## src/rtl/srle_pkg.sv

```systemverilog
`timescale 1ns / 1ps
package srle_pkg;

   localparam int unsigned CsrAddrWidth = 4;
   localparam int unsigned CsrDataWidth = 32;

   typedef enum logic [1:0] {
      REG_IMAGE_WIDTH  = 2'd0,
      REG_IMAGE_HEIGHT = 2'd1,
      REG_DATA_LENGTH  = 2'd2
   } srle_reg_type;

   typedef enum logic [1:0] {
      KIND_PIXEL = 2'd0,
      KIND_DONE  = 2'd1,
      KIND_ERROR = 2'd2
   } srle_kind_type;

   typedef enum logic [5:0] {
      PH_TABLE     = 6'b000001,
      PH_COUNT     = 6'b000010,
      PH_COLOR     = 6'b000100,
      PH_TRANS     = 6'b001000,
      PH_ROW_END   = 6'b010000,
      PH_IMAGE_END = 6'b100000
   } srle_phase_type;

   typedef struct packed {
      logic [15:0] image_width;
      logic [15:0] image_height;
      logic [31:0] data_length;
   } srle_cfg_type;

   typedef struct packed {
      srle_phase_type phase;
      logic [31:0]    byte_position;
      logic [15:0]    column;
      logic [15:0]    row;
      logic [7:0]     run_remaining;
      logic           stopped;
   } srle_state_type;

   typedef struct packed {
      srle_kind_type kind;
      logic [15:0]   pixel_x;
      logic [15:0]   pixel_y;
      logic [7:0]    pixel_color;
   } srle_result_type;

endpackage

```

## src/rtl/srle_req_if.sv

```systemverilog
`timescale 1ns / 1ps
interface srle_req_if;
   logic       valid;
   logic       ready;
   logic [7:0] data_byte;
   logic       first_byte;

   modport source (output valid, output data_byte, output first_byte, input ready);
   modport sink (input valid, input data_byte, input first_byte, output ready);
endinterface

```

## src/rtl/srle_rsp_if.sv

```systemverilog
`timescale 1ns / 1ps
interface srle_rsp_if;
   logic        valid;
   logic        ready;
   logic [1:0]  result_kind;
   logic [15:0] pixel_x;
   logic [15:0] pixel_y;
   logic [7:0]  pixel_color;

   modport source (output valid, output result_kind, output pixel_x, output pixel_y,
                   output pixel_color, input ready);
   modport sink (input valid, input result_kind, input pixel_x, input pixel_y,
                 input pixel_color, output ready);
endinterface

```

## src/rtl/srle_csr.sv

```systemverilog
`timescale 1ns / 1ps
module srle_csr (
   input  logic                              clock,
   input  logic                              reset,
   input  logic                              psel,
   input  logic                              penable,
   input  logic                              pwrite,
   input  logic [srle_pkg::CsrAddrWidth-1:0] paddr,
   input  logic [srle_pkg::CsrDataWidth-1:0] pwdata,
   output logic [srle_pkg::CsrDataWidth-1:0] prdata,
   output logic                              pready,
   output srle_pkg::srle_cfg_type            cfg
);
   import srle_pkg::*;

   srle_cfg_type cfg_ff;
   srle_cfg_type cfg_in;
   logic         write_en;
   srle_reg_type reg_sel;

   assign write_en = psel & penable & pwrite;
   assign reg_sel  = srle_reg_type'(paddr[CsrAddrWidth-1:2]);
   assign pready   = 1'b1;
   assign cfg      = cfg_ff;

   always_comb begin
      cfg_in = cfg_ff;
      if (write_en) begin
         unique case (reg_sel)
            REG_IMAGE_WIDTH:  cfg_in.image_width  = pwdata[15:0];
            REG_IMAGE_HEIGHT: cfg_in.image_height = pwdata[15:0];
            REG_DATA_LENGTH:  cfg_in.data_length  = pwdata;
            default:          cfg_in = cfg_ff;
         endcase
      end
   end

   always_comb begin
      unique case (reg_sel)
         REG_IMAGE_WIDTH:  prdata = {16'd0, cfg_ff.image_width};
         REG_IMAGE_HEIGHT: prdata = {16'd0, cfg_ff.image_height};
         REG_DATA_LENGTH:  prdata = cfg_ff.data_length;
         default:          prdata = '0;
      endcase
   end

   always_ff @(posedge clock) begin
      if (reset) begin
         cfg_ff <= '0;
      end else begin
         cfg_ff <= cfg_in;
      end
   end
endmodule

```

## src/rtl/srle_decoder.sv

```systemverilog
`timescale 1ns / 1ps
module srle_decoder (
   input  logic                      clock,
   input  logic                      reset,
   input  srle_pkg::srle_cfg_type    cfg,
   input  logic [7:0]                data_byte,
   input  logic                      first_byte,
   input  logic                      commit,
   output logic                      emit,
   output srle_pkg::srle_result_type result
);
   import srle_pkg::*;

   localparam srle_state_type ClearState = '{
      phase: PH_TABLE, byte_position: 32'd0, column: 16'd0, row: 16'd0,
      run_remaining: 8'd0, stopped: 1'b0};

   srle_state_type state_ff;
   srle_state_type state_in;
   srle_state_type cur;
   srle_phase_type ph;
   logic           table_done;
   logic [32:0]    run_end;
   logic [15:0]    next_column;
   logic [15:0]    next_row;
   logic [7:0]     next_run;

   function automatic srle_phase_type row_start(input logic [15:0] r,
                                                input srle_cfg_type c);
      srle_phase_type p;
      if (r >= c.image_height) begin
         p = PH_IMAGE_END;
      end else if (c.image_width == 16'd0) begin
         p = PH_ROW_END;
      end else begin
         p = PH_COUNT;
      end
      return p;
   endfunction

   always_comb begin
      cur         = first_byte ? ClearState : state_ff;
      state_in    = cur;
      emit        = 1'b0;
      result      = '{kind: KIND_PIXEL, pixel_x: 16'd0, pixel_y: 16'd0, pixel_color: 8'd0};
      ph          = cur.phase;
      table_done  = 1'b1;
      run_end     = {1'b0, cur.byte_position} + {25'd0, data_byte} + 33'd2;
      next_column = cur.column + {8'd0, data_byte};
      next_row    = cur.row + 16'd1;
      next_run    = cur.run_remaining - 8'd1;
      if (!cur.stopped) begin
         if (cfg.data_length == 32'd0) begin
            emit             = 1'b1;
            result.kind      = KIND_DONE;
            state_in.stopped = 1'b1;
         end else if (cur.byte_position >= cfg.data_length) begin
            emit             = 1'b1;
            result.kind      = KIND_ERROR;
            state_in.stopped = 1'b1;
         end else begin
            state_in.byte_position = cur.byte_position + 32'd1;
            if (ph == PH_TABLE) begin
               if ({1'b0, cur.byte_position} < {16'd0, cfg.image_height, 1'b0}) begin
                  table_done = 1'b0;
               end else begin
                  ph = row_start(cur.row, cfg);
               end
            end
            state_in.phase = ph;
            if (table_done) begin
               unique case (ph) inside
                  PH_COUNT: begin
                     if (run_end >= {1'b0, cfg.data_length}) begin
                        emit             = 1'b1;
                        result.kind      = KIND_ERROR;
                        state_in.stopped = 1'b1;
                     end else begin
                        state_in.run_remaining = data_byte;
                        state_in.phase = (data_byte != 8'd0) ? PH_COLOR : PH_TRANS;
                     end
                  end
                  PH_COLOR: begin
                     emit                   = 1'b1;
                     result.pixel_x         = cur.column;
                     result.pixel_y         = cur.row;
                     result.pixel_color     = data_byte;
                     state_in.column        = cur.column + 16'd1;
                     state_in.run_remaining = next_run;
                     if (next_run == 8'd0) begin
                        state_in.phase = PH_TRANS;
                     end
                  end
                  PH_TRANS: begin
                     state_in.column = next_column;
                     state_in.phase  = (next_column < cfg.image_width) ? PH_COUNT : PH_ROW_END;
                  end
                  PH_ROW_END: begin
                     state_in.row    = next_row;
                     state_in.column = 16'd0;
                     state_in.phase  = row_start(next_row, cfg);
                  end
                  PH_IMAGE_END, PH_TABLE: begin
                     emit             = 1'b1;
                     state_in.stopped = 1'b1;
                     if (state_in.byte_position != cfg.data_length) begin
                        result.kind = KIND_ERROR;
                     end else begin
                        result.kind = KIND_DONE;
                     end
                  end
                  default: begin
                     state_in = cur;
                  end
               endcase
            end
         end
      end
   end

   always_ff @(posedge clock) begin
      if (reset) begin
         state_ff <= ClearState;
      end else if (commit) begin
         state_ff <= state_in;
      end
   end
endmodule

```

## src/rtl/sprite_rle_row_decoder_core.sv

```systemverilog
`timescale 1ns / 1ps
// Decodes the payload of a row-wise run-length sprite, one byte per request.
// The req channel carries the payload bytes in file order; a byte with
// first_byte set restarts decoding at payload position zero. The rsp channel
// returns at most one result per byte: a pixel write with its column, row and
// palette index, a finished result, or a format error. After a finished or
// error result, bytes are ignored until one arrives with first_byte set.
// The image width, height and payload length are written over the APB port as
// registers 0 at 0x0, 1 at 0x4 and 2 at 0x8; the user must do so only while the
// block is idle, which the block itself does not enforce. A request is held in
// an input register and decoded from there into the result register, which
// offers it on the rsp channel. One request is accepted every cycle while the
// receiver keeps up. When the receiver stalls, the held result stays in place
// and one more request waits in the input register before ready falls; requests
// that give no result pass through even while a result is waiting.
// Reset clears the configuration registers and the decoding state and empties both stages.
module sprite_rle_row_decoder_core (
   input  logic                              clock,
   input  logic                              reset,
   srle_req_if.sink                          req_if,
   srle_rsp_if.source                        rsp_if,
   input  logic                              psel,
   input  logic                              penable,
   input  logic                              pwrite,
   input  logic [srle_pkg::CsrAddrWidth-1:0] paddr,
   input  logic [srle_pkg::CsrDataWidth-1:0] pwdata,
   output logic [srle_pkg::CsrDataWidth-1:0] prdata,
   output logic                              pready
);
   import srle_pkg::*;

   srle_cfg_type    cfg;
   logic            in_valid_ff;
   logic            in_valid_in;
   logic [7:0]      in_byte_ff;
   logic            in_first_ff;
   logic            out_valid_ff;
   logic            out_valid_in;
   srle_result_type out_ff;
   srle_result_type result;
   logic            emit;
   logic            out_free;
   logic            commit;
   logic            req_take;

   srle_csr u_csr (
      .clock   (clock),
      .reset   (reset),
      .psel    (psel),
      .penable (penable),
      .pwrite  (pwrite),
      .paddr   (paddr),
      .pwdata  (pwdata),
      .prdata  (prdata),
      .pready  (pready),
      .cfg     (cfg)
   );

   srle_decoder u_decoder (
      .clock      (clock),
      .reset      (reset),
      .cfg        (cfg),
      .data_byte  (in_byte_ff),
      .first_byte (in_first_ff),
      .commit     (commit),
      .emit       (emit),
      .result     (result)
   );

   assign out_free      = ~out_valid_ff | rsp_if.ready;
   assign commit        = in_valid_ff & (~emit | out_free);
   assign req_if.ready  = ~in_valid_ff | commit;
   assign req_take      = req_if.valid & req_if.ready;
   assign in_valid_in   = req_take | (in_valid_ff & ~commit);
   assign out_valid_in  = (commit & emit) | (out_valid_ff & ~rsp_if.ready);

   assign rsp_if.valid       = out_valid_ff;
   assign rsp_if.result_kind = out_ff.kind;
   assign rsp_if.pixel_x     = out_ff.pixel_x;
   assign rsp_if.pixel_y     = out_ff.pixel_y;
   assign rsp_if.pixel_color = out_ff.pixel_color;

   always_ff @(posedge clock) begin
      if (reset) begin
         in_valid_ff  <= 1'b0;
         out_valid_ff <= 1'b0;
      end else begin
         in_valid_ff  <= in_valid_in;
         out_valid_ff <= out_valid_in;
      end
   end

   always_ff @(posedge clock) begin
      if (req_take) begin
         in_byte_ff  <= req_if.data_byte;
         in_first_ff <= req_if.first_byte;
      end
      if (commit & emit) begin
         out_ff <= result;
      end
   end
endmodule

```

## src/flat_wrapper.sv

```systemverilog
// flat-port wrapper written by rule: the top's interface ports become plain ports
module sprite_rle_row_decoder_core_flat import srle_pkg::*;
  (clock, reset, psel, penable, pwrite, paddr, pwdata, prdata, pready, req_if_valid, req_if_data_byte, req_if_first_byte, req_if_ready, rsp_if_valid, rsp_if_result_kind, rsp_if_pixel_x, rsp_if_pixel_y, rsp_if_pixel_color, rsp_if_ready);
  srle_req_if req_if_i ();
  srle_rsp_if rsp_if_i ();
  input  logic clock;
  input  logic reset;
  input  logic psel;
  input  logic penable;
  input  logic pwrite;
  input  logic [srle_pkg::CsrAddrWidth-1:0] paddr;
  input  logic [srle_pkg::CsrDataWidth-1:0] pwdata;
  output logic [srle_pkg::CsrDataWidth-1:0] prdata;
  output logic pready;
  input wire logic [$bits(req_if_i.valid)-1:0] req_if_valid;
  input wire logic [$bits(req_if_i.data_byte)-1:0] req_if_data_byte;
  input wire logic [$bits(req_if_i.first_byte)-1:0] req_if_first_byte;
  output wire logic [$bits(req_if_i.ready)-1:0] req_if_ready;
  output wire logic [$bits(rsp_if_i.valid)-1:0] rsp_if_valid;
  output wire logic [$bits(rsp_if_i.result_kind)-1:0] rsp_if_result_kind;
  output wire logic [$bits(rsp_if_i.pixel_x)-1:0] rsp_if_pixel_x;
  output wire logic [$bits(rsp_if_i.pixel_y)-1:0] rsp_if_pixel_y;
  output wire logic [$bits(rsp_if_i.pixel_color)-1:0] rsp_if_pixel_color;
  input wire logic [$bits(rsp_if_i.ready)-1:0] rsp_if_ready;
  assign req_if_i.valid = req_if_valid;
  assign req_if_i.data_byte = req_if_data_byte;
  assign req_if_i.first_byte = req_if_first_byte;
  assign req_if_ready = req_if_i.ready;
  assign rsp_if_valid = rsp_if_i.valid;
  assign rsp_if_result_kind = rsp_if_i.result_kind;
  assign rsp_if_pixel_x = rsp_if_i.pixel_x;
  assign rsp_if_pixel_y = rsp_if_i.pixel_y;
  assign rsp_if_pixel_color = rsp_if_i.pixel_color;
  assign rsp_if_i.ready = rsp_if_ready;
  sprite_rle_row_decoder_core u_core (.clock(clock), .reset(reset), .req_if(req_if_i), .rsp_if(rsp_if_i), .psel(psel), .penable(penable), .pwrite(pwrite), .paddr(paddr), .pwdata(pwdata), .prdata(prdata), .pready(pready));
endmodule
```

## config.mk

```make
export PLATFORM = sky130hd
export DESIGN_NAME = sprite_rle_row_decoder_core_flat
export DESIGN_NICKNAME = d
export VERILOG_FILES = /design/src/rtl/srle_pkg.sv /design/src/rtl/srle_req_if.sv /design/src/rtl/srle_rsp_if.sv /design/src/rtl/srle_csr.sv /design/src/rtl/srle_decoder.sv /design/src/rtl/sprite_rle_row_decoder_core.sv /design/src/flat_wrapper.sv
export SDC_FILE = /design/constraint.sdc
export NUM_CORES = 1
export LEC_CHECK = 0
export BUFFER_PORTS_ARGS = -buffer_cell sky130_fd_sc_hd__clkbuf_2
export CAP_MARGIN = 40
export CORE_UTILIZATION = 47
export CTS_BUF_LIST = sky130_fd_sc_hd__clkbuf_4
export CTS_CLUSTER_DIAMETER = 80
export DETAILED_ROUTE_END_ITERATION = 10
export GPL_TIMING_DRIVEN = 0
export PLACE_DENSITY = 0.73
export SYNTH_ARGS = -nofsm -noshare
export SYNTH_HDL_FRONTEND = slang
export SYNTH_SLANG_ARGS = --single-unit
export TNS_END_PERCENT = 10
```

## constraint.sdc

```tcl
create_clock -name clock -period 12.8 [get_ports clock]
set_clock_uncertainty 0.2 [all_clocks]
set_input_delay 2.56 -clock clock [delete_from_list [all_inputs] [get_ports clock]]
set_output_delay 2.56 -clock clock [all_outputs]
set_load 0.05 [all_outputs]
```

==> results.sh, run 1 <==
export IMPL_cp_end_kind="output port"
export IMPL_drc=0
export IMPL_power_mw=1.27
export IMPL_switching_power_uw=441
export IMPL_rsz0062_at_grt="no"
export IMPL_detail_route_wl_per_cell_um=22.1
export IMPL_grt_antenna_before_repair=3
export IMPL_synth_warnings=0
export IMPL_coreArea_sq_um=31500
export IMPL_critPathLaunchType="flop"
export IMPL_cap_violations=0
export IMPL_post_cts_buffers=0
export IMPL_p_int_uw=830
export IMPL_layout_commonest_cell="nand2_1"
export IMPL_floorplan_rows=65
export IMPL_cp_required_ns=10.04
export IMPL_cts_sinks=196
export IMPL_ys_flop_type="dfxtp_1"
export IMPL_io_buffers=125
export IMPL_clockBufferDepth=2
export IMPL_via_per_inst=6.21
export IMPL_combPwrFrac_pct=20.4
export IMPL_syn_to_final_growth_pct=10.0
export IMPL_synth_edf_count=51
export IMPL_cp_buffers_inverters=9
export IMPL_max_freq_mhz=79.6
export IMPL_cp_top_family="buffers and inverters"
export IMPL_power_leakage_nw=6.52
export IMPL_drt_iter0_drc=1678
export IMPL_crit_arrival_ns=9.80
export IMPL_yosysTopAreaCell="dfxtp_1"
export IMPL_synth_nets=2097
export IMPL_syn_inst=1903
export IMPL_synth_top_area_share_pct=19.4
export IMPL_postCtsHoldBufs=0
export IMPL_grt_pass1_wl_um=82800
export IMPL_period_needed_ns=12.56
export IMPL_die_w_um=181
export IMPL_clk_pin_slew_ns=0.19
export IMPL_pin_count=129
export IMPL_setup_viol=0
export IMPL_synth_async_sr_flop_share_pct=0
export IMPL_dieHeight_um=181
export IMPL_dr_total_vias=15400
export IMPL_final_cell_mix="nand2_1, a21oi_1, dfxtp_1"
export IMPL_wl_um=54600
export IMPL_ant_nets=0
export IMPL_clock_latency_ns=0.73
export IMPL_crit_top_cell="a21oi_1"
export IMPL_yosys_top_cells_area="dfxtp_1, ha_1, edfxtp_1"
export IMPL_p_per_area_nw_per_um2=77.0
export IMPL_dieArea_sq_um=32600
export IMPL_postLayoutCoreUtil_pct=52.4
export IMPL_grt_start_max_net_pins=23
export IMPL_drive_gt1_share_pct=10.1
export IMPL_clockRootBuffer="clkbuf_4"
export IMPL_yosys_register_bits=196
export IMPL_cp_slowest_stage_delay_ns=0.51
export IMPL_period_share_pct=98.1
export IMPL_synth_seq_area_share_pct=29.6
export IMPL_place_congestion=1.01
export IMPL_final_hold_viol_count=0
export IMPL_syn_area_per_cell_sq_um=7.88
export IMPL_ys_types=84
export IMPL_critPathMaxFanout=19
export IMPL_htreeDepth=4
export IMPL_grt_pass1_vias=14300
export IMPL_start_util_pct=47.6
export IMPL_path_class="flop to output port"
export IMPL_maxSlewHeadroom_pct=35.2
export IMPL_dp_hpwl_um=42800
export IMPL_holdCritPathClass="flop to flop"
export IMPL_drt_pass1_iterations=6
export IMPL_ir_drop_v=0.0000489
export IMPL_power_share_clock_pct=27.1
export IMPL_sequentialPowerShare_pct=52.5
export IMPL_syn_area_sq_um=15000
export IMPL_grt_use_total_pct=33.2
export IMPL_cts_made_buffers=17
export IMPL_num_nets_final=2248
export IMPL_p_sw_share_pct=34.7
export IMPL_status="finished, final reports clean"
export IMPL_worstMarginPinSlew_ns=0.972
export IMPL_crit_path_top_delay_cell="edfxtp_1"
export IMPL_slew_violations=0
export IMPL_grt_remaining_overflow=0
export IMPL_cts_tree="yes"
registers in the layout, indices dropped and copies added (netlist names):
| name | cells |
|---|---|
| u_core.in_byte_ff | 8 |
| u_core.rsp_if.result_kind | 2 |
| u_core.u_csr.cfg | 64 |
| u_core.in_first_ff | 1 |
| u_core.in_valid_ff | 1 |
| u_core.rsp_if.pixel_y | 16 |
| u_core.rsp_if.valid | 1 |
| u_core.rsp_if.pixel_color | 8 |
| u_core.u_decoder.state_ff | 79 |
| u_core.rsp_if.pixel_x | 16 |
cell usage after synthesis (all sizes together), types with 11 or more instances:
| library cell | instances |
|---|---|
| o21ai | 89 |
| nor2 | 136 |
| a22o | 13 |
| and2 | 29 |
| a21o | 26 |
| xor2 | 28 |
| nand3 | 36 |
| mux2i | 19 |
| or4 | 15 |
| and3 | 30 |
| xnor2 | 88 |
| nor4 | 25 |
| o211ai | 27 |
| o31ai | 13 |
| dfxtp | 145 |
| nand2 | 252 |
| o21a | 17 |
| edfxtp | 51 |
| clkbuf | 81 |
| ha | 140 |
| a31oi | 15 |
| nand2b | 18 |
| a211oi | 20 |
| nor2b | 45 |
| a22oi | 12 |
| buf | 20 |
| o2bb2ai | 13 |
| inv | 106 |
| or3 | 15 |
| or2 | 11 |
| nor3 | 44 |
| a21oi | 189 |
| nand4 | 38 |
routing by layer:
layer	vias up	track usage [%]	share of wire [%]	wire length (um)
met2	909	51.9	44	24000
met5	-	0	0	0
li1	7129	-	-	-
met1	7135	42.2	40	21800
met3	177	6.22	9.8	5340
met4	0	20.7	6.4	3490
worst reg2reg max path, delay by kind of cell, from the launching register on:
| family | cells | cell delay (ns) |
|---|---|---|
| compound gates | 12 | 2.79 |
| buf+inv | 10 | 3.40 |
| xor+xnor | 1 | 0.17 |
| simple gates | 6 | 1.94 |
| flops | 1 | 0.51 |
| fa+ha+maj | 4 | 1.06 |
power by group through the flow:
stage | Clock (mW) | Sequential [mW] | Combinational (mW)
finish | 0.345 | 0.667 | 0.259
global route | 0.366 | 0.668 | 0.273
CTS | 0.345 | 0.666 | 0.252
detailed placement | 0 | 0.680 | 0.251
global placement | 0 | 0.680 | 0.243
floorplan | 0 | 0.707 | 0.130
cells by family after synthesis:
group / Yosys count / share of synthesized area (%)
compound gates: 502 / 21.2
flops: 196 / 29.6
xor+xnor: 116 / 6.78
buf+inv: 208 / 5.55
simple gates: 719 / 23.6
mux: 19 / 1.27
other cells: 1 / 0.0250
fa+ha+maj: 142 / 11.9
stage by stage:
| step | hold WS, ns | worst slack, ns | instance area (sq um) | instances | setup TNS [ns] |
|---|---|---|---|---|---|
| 3_3_place_gp | 0.237 | -1.30 | 16100 | 2430 | -55.40 |
| 5_1_grt | 0.300 | 0.0398 | 16500 | 2470 | 0 |
| 6_report | 0.269 | 0.242 | 16500 | 2472 | 0 |
| 2_1_floorplan | 0.232 | 3.07 | 15000 | 1903 | 0 |
| 3_5_place_dp | 0.246 | -0.150 | 16200 | 2439 | -0.150 |
| 4_1_cts | 0.266 | 0.158 | 16500 | 2469 | 0 |
cell type report:
class	instances	area, sq um
clock buffers	20	150
repair buffers	134	729
plain buffers	99	429
fillers	3050	15000
diodes	3	7.51
multi-input cells	1499	9740
well taps	402	503
flip-flops and latches	196	4430
clock inverters	12	106
inverters	107	402
path summary, 6_finish.rpt:
kind | startpoint | end | slack (ns) | depth (start not counted)
setup / recovery | u_core.in_first_ff | req_if_ready | 0.24 | 32
hold / removal | u_core.u_decoder.state_ff[24] | u_core.u_decoder.state_ff[24] | 0.27 | 2
setup reg to reg | u_core.in_first_ff | u_core.rsp_if.result_kind[0] | 2.44 | 33
hold reg to reg | u_core.u_decoder.state_ff[24] | u_core.u_decoder.state_ff[24] | 0.27 | 2
timing repair:
item	in CTS	in global routing
resized for setup	1	3
endpoints found under the setup margin	1	1
endpoints found under the hold margin	0	0
Power figures use the tool's default switching activity.
==> run 2, diff against run 1 <==
- SYNTH_HIERARCHICAL: unset -> 1
==> results.sh, run 2 <==
export IMPL_ys_flop_type="dfxtp_1"
export IMPL_synth_top_area_share_pct=18.4
export IMPL_grt_start_max_net_pins=25
export IMPL_floorplan_rows=66
export IMPL_min_delay_path_depth=2
export IMPL_holdCritPathClass="flop to flop"
export IMPL_final_hold_viol_count=0
export IMPL_largest_reg_flops=79
export IMPL_pin_count=129
export IMPL_critPathLaunchType="flop"
export IMPL_drt_pass1_iterations=8
export IMPL_synth_seq_area_share_pct=28.2
export IMPL_coreArea_sq_um=32700
export IMPL_rsz0062_at_grt="no"
export IMPL_cap_violations=0
export IMPL_placed_cells=2456
export IMPL_die_w_um=185
export IMPL_multi_input_area_sq_um=10500
export IMPL_synthTopCellsByCount="dfxtp_1, ha_1, nand2_1, nor2_1, nand2b_1"
export IMPL_reg2reg_slack_ns=1.19
export IMPL_fillers=3137
export IMPL_cp_required_ns=10.04
export IMPL_final_cell_mix="dfxtp_1, ha_1, nand2_1"
export IMPL_layout_commonest_cell="dfxtp_1"
export IMPL_worstReg2RegStart="u_core/in_first_ff"
export IMPL_yosysTopAreaCell="dfxtp_1"
export IMPL_detail_route_wl_per_cell_um=21.9
export IMPL_io_buffers=125
export IMPL_clockRootBuffer="clkbuf_4"
export IMPL_layout_setup_ws_ns=0.188
export IMPL_drt_iter0_drc=1695
export IMPL_clock_latency_ns=0.66
export IMPL_ir_drop_v=0.0000649
export IMPL_grt_pass1_wl_um=83000
export IMPL_cp_slowest_stage_delay_ns=0.60
export IMPL_period_share_pct=98.5
export IMPL_drc=0
export IMPL_cts_made_buffers=17
export IMPL_dieArea_sq_um=34200
export IMPL_p_sw_share_pct=36.5
export IMPL_post_place_ws_ns=0.517
export IMPL_ys_types=96
export IMPL_synth_warnings=6
export IMPL_ant_nets=0
export IMPL_htreeDepth=4
export IMPL_start_util_pct=48.1
export IMPL_combPwrFrac_pct=24.6
export IMPL_path_class="flop to output port"
export IMPL_dp_hpwl_um=42800
export IMPL_place_congestion=1.03
export IMPL_place_area_sq_um=17000
export IMPL_synth_nets=2076
export IMPL_grt_use_total_pct=32.0
export IMPL_wl_um=54400
export IMPL_via_per_inst=6.21
export IMPL_finalSetupTns_ns=0
export IMPL_syn_area_sq_um=15700
export IMPL_period_needed_ns=12.61
export IMPL_power_share_clock_pct=25.8
export IMPL_reg2reg_to="u_core/u_decoder/state_ff[33]"
export IMPL_setup_viol=0
export IMPL_dr_total_vias=15400
export IMPL_maxSlewHeadroom_pct=37.7
export IMPL_drive_gt1_share_pct=11.5
export IMPL_worstMarginPinSlew_ns=0.926
export IMPL_yosysMostFrequentCell="dfxtp_1"
export IMPL_cp_end_kind="output port"
export IMPL_crit_top_cell="buf_2"
export IMPL_fin_hold_ws_ns=0.288
export IMPL_power_leakage_nw=7.16
export IMPL_instances_no_fill=2489
export IMPL_syn_inst=1882
export IMPL_cts_sinks=196
export IMPL_max_freq_mhz=79.3
export IMPL_crit_path_start="u_core/in_first_ff"
export IMPL_status="finished, final reports clean"
export IMPL_sequentialPowerShare_pct=49.6
export IMPL_crit_path_top_delay_cell="edfxtp_1"
export IMPL_critPathMaxFanout=19
export IMPL_crit_arrival_ns=9.85
export IMPL_r2r_cells=40
export IMPL_switching_power_uw=494
export IMPL_dieHeight_um=185
export IMPL_syn_area_per_cell_sq_um=8.36
export IMPL_num_nets_final=2226
export IMPL_cp_endpoint="req_if_ready"
export IMPL_yosys_top_cells_area="dfxtp_1, ha_1, edfxtp_1"
export IMPL_synth_async_sr_flop_share_pct=0
export IMPL_final_area_sq_um=17300
export IMPL_p_int_uw=860
export IMPL_post_cts_buffers=0
export IMPL_yosys_register_bits=196
export IMPL_slew_violations=0
export IMPL_ff_latch_area_sq_um=4430
export IMPL_top_register="u_core/u_decoder/state_ff"
export IMPL_clockBufferDepth=2
export IMPL_grt_remaining_overflow=0
export IMPL_p_per_area_nw_per_um2=78.4
export IMPL_grt_pass1_vias=14600
export IMPL_syn_to_final_growth_pct=9.77
export IMPL_grt_antenna_before_repair=2
export IMPL_cts_tree="yes"
export IMPL_synth_edf_count=51
export IMPL_clk_pin_slew_ns=0.16
[run 2: cell types whose count changed after synthesis, sizes merged, moves of 14 or more]
cell,change
buf,+19
nand2b,+99
mux2i,+70
a21o,+20
nand2,-114
nor2b,+14
clkbuf,-24
a21oi,-97
nor2,-15
[run 2: cell type report]
cell class	count	share of cell area, %
Clock inverter	14	0.811
Inverter	104	2.26
Clock buffer	18	0.782
Timing Repair Buffer	132	4.02
Multi-Input combinational cell	1486	60.6
Antenna cell	2	0.0290
Tap cell	442	3.20
Buffer	95	2.63
Sequential cell	196	25.7
[run 2: power by group through the flow]
stage	clock (mW)	sequential, mW	combinational [mW]
floorplan	0	0.705	0.185
global placement	0	0.685	0.311
detailed placement	0	0.684	0.321
CTS	0.353	0.671	0.322
global route	0.374	0.673	0.350
finish	0.350	0.671	0.333
[run 2: how the worst min path moves through the flow]
stage	from	endpoint	slack [ns]
6_report	u_core/u_decoder/state_ff[23]	u_core/u_decoder/state_ff[23]	0.29
5_1_grt	u_core/u_decoder/state_ff[24]	u_core/u_decoder/state_ff[24]	0.31
4_1_cts	u_core/u_decoder/state_ff[23]	u_core/u_decoder/state_ff[23]	0.28
3_5_place_dp	u_core/u_decoder/state_ff[24]	u_core/u_decoder/state_ff[24]	0.26
3_3_place_gp	u_core/u_decoder/state_ff[24]	u_core/u_decoder/state_ff[24]	0.25
2_1_floorplan	u_core/u_decoder/state_ff[24]	u_core/u_decoder/state_ff[24]	0.24
[run 2: cells by family after synthesis]
logic type	synth area share, %
mux	5.80
buf+inv	5.39
fa+ha+maj	11.4
simple gates	24.9
other cells	0.0238
xor+xnor	7.17
compound gates	17.1
flops	28.2
[run 2: through the flow]
| stage | util [%] | total power, mW |
|---|---|---|
| floorplan | - | 0.891 |
| global placement | 51.7 | 0.996 |
| detailed placement | 52.0 | 1.01 |
| CTS | 52.8 | 1.35 |
| global route | 52.8 | 1.40 |
| finish | 52.8 | 1.35 |
[run 2: routing by layer]
layer,vias to the layer above,routed length (um),GRT usage [%],share of wire [%]
met5,-,11,0,0.020
met4,2,3090,18.3,5.7
met2,907,23700,50.2,44
li1,7075,-,-,-
met1,7268,21800,40.0,40
met3,197,5830,7.81,11
[run 2: worst max-delay path: cells and delay by family, from the launching register on]
family / cells / cell delay (ns)
compound gates: 12 / 2.32
xor+xnor: 1 / 0.07
fa+ha+maj: 4 / 1.02
buf+inv: 9 / 3.25
flops: 1 / 0.60
simple gates: 8 / 1.86
[run 2: what timing repair did]
item                       4_1_cts  5_1_grt
setup endpoints to repair        1        1
hold buffers                     0        0
resized for setup                0        1
cloned                           0        0
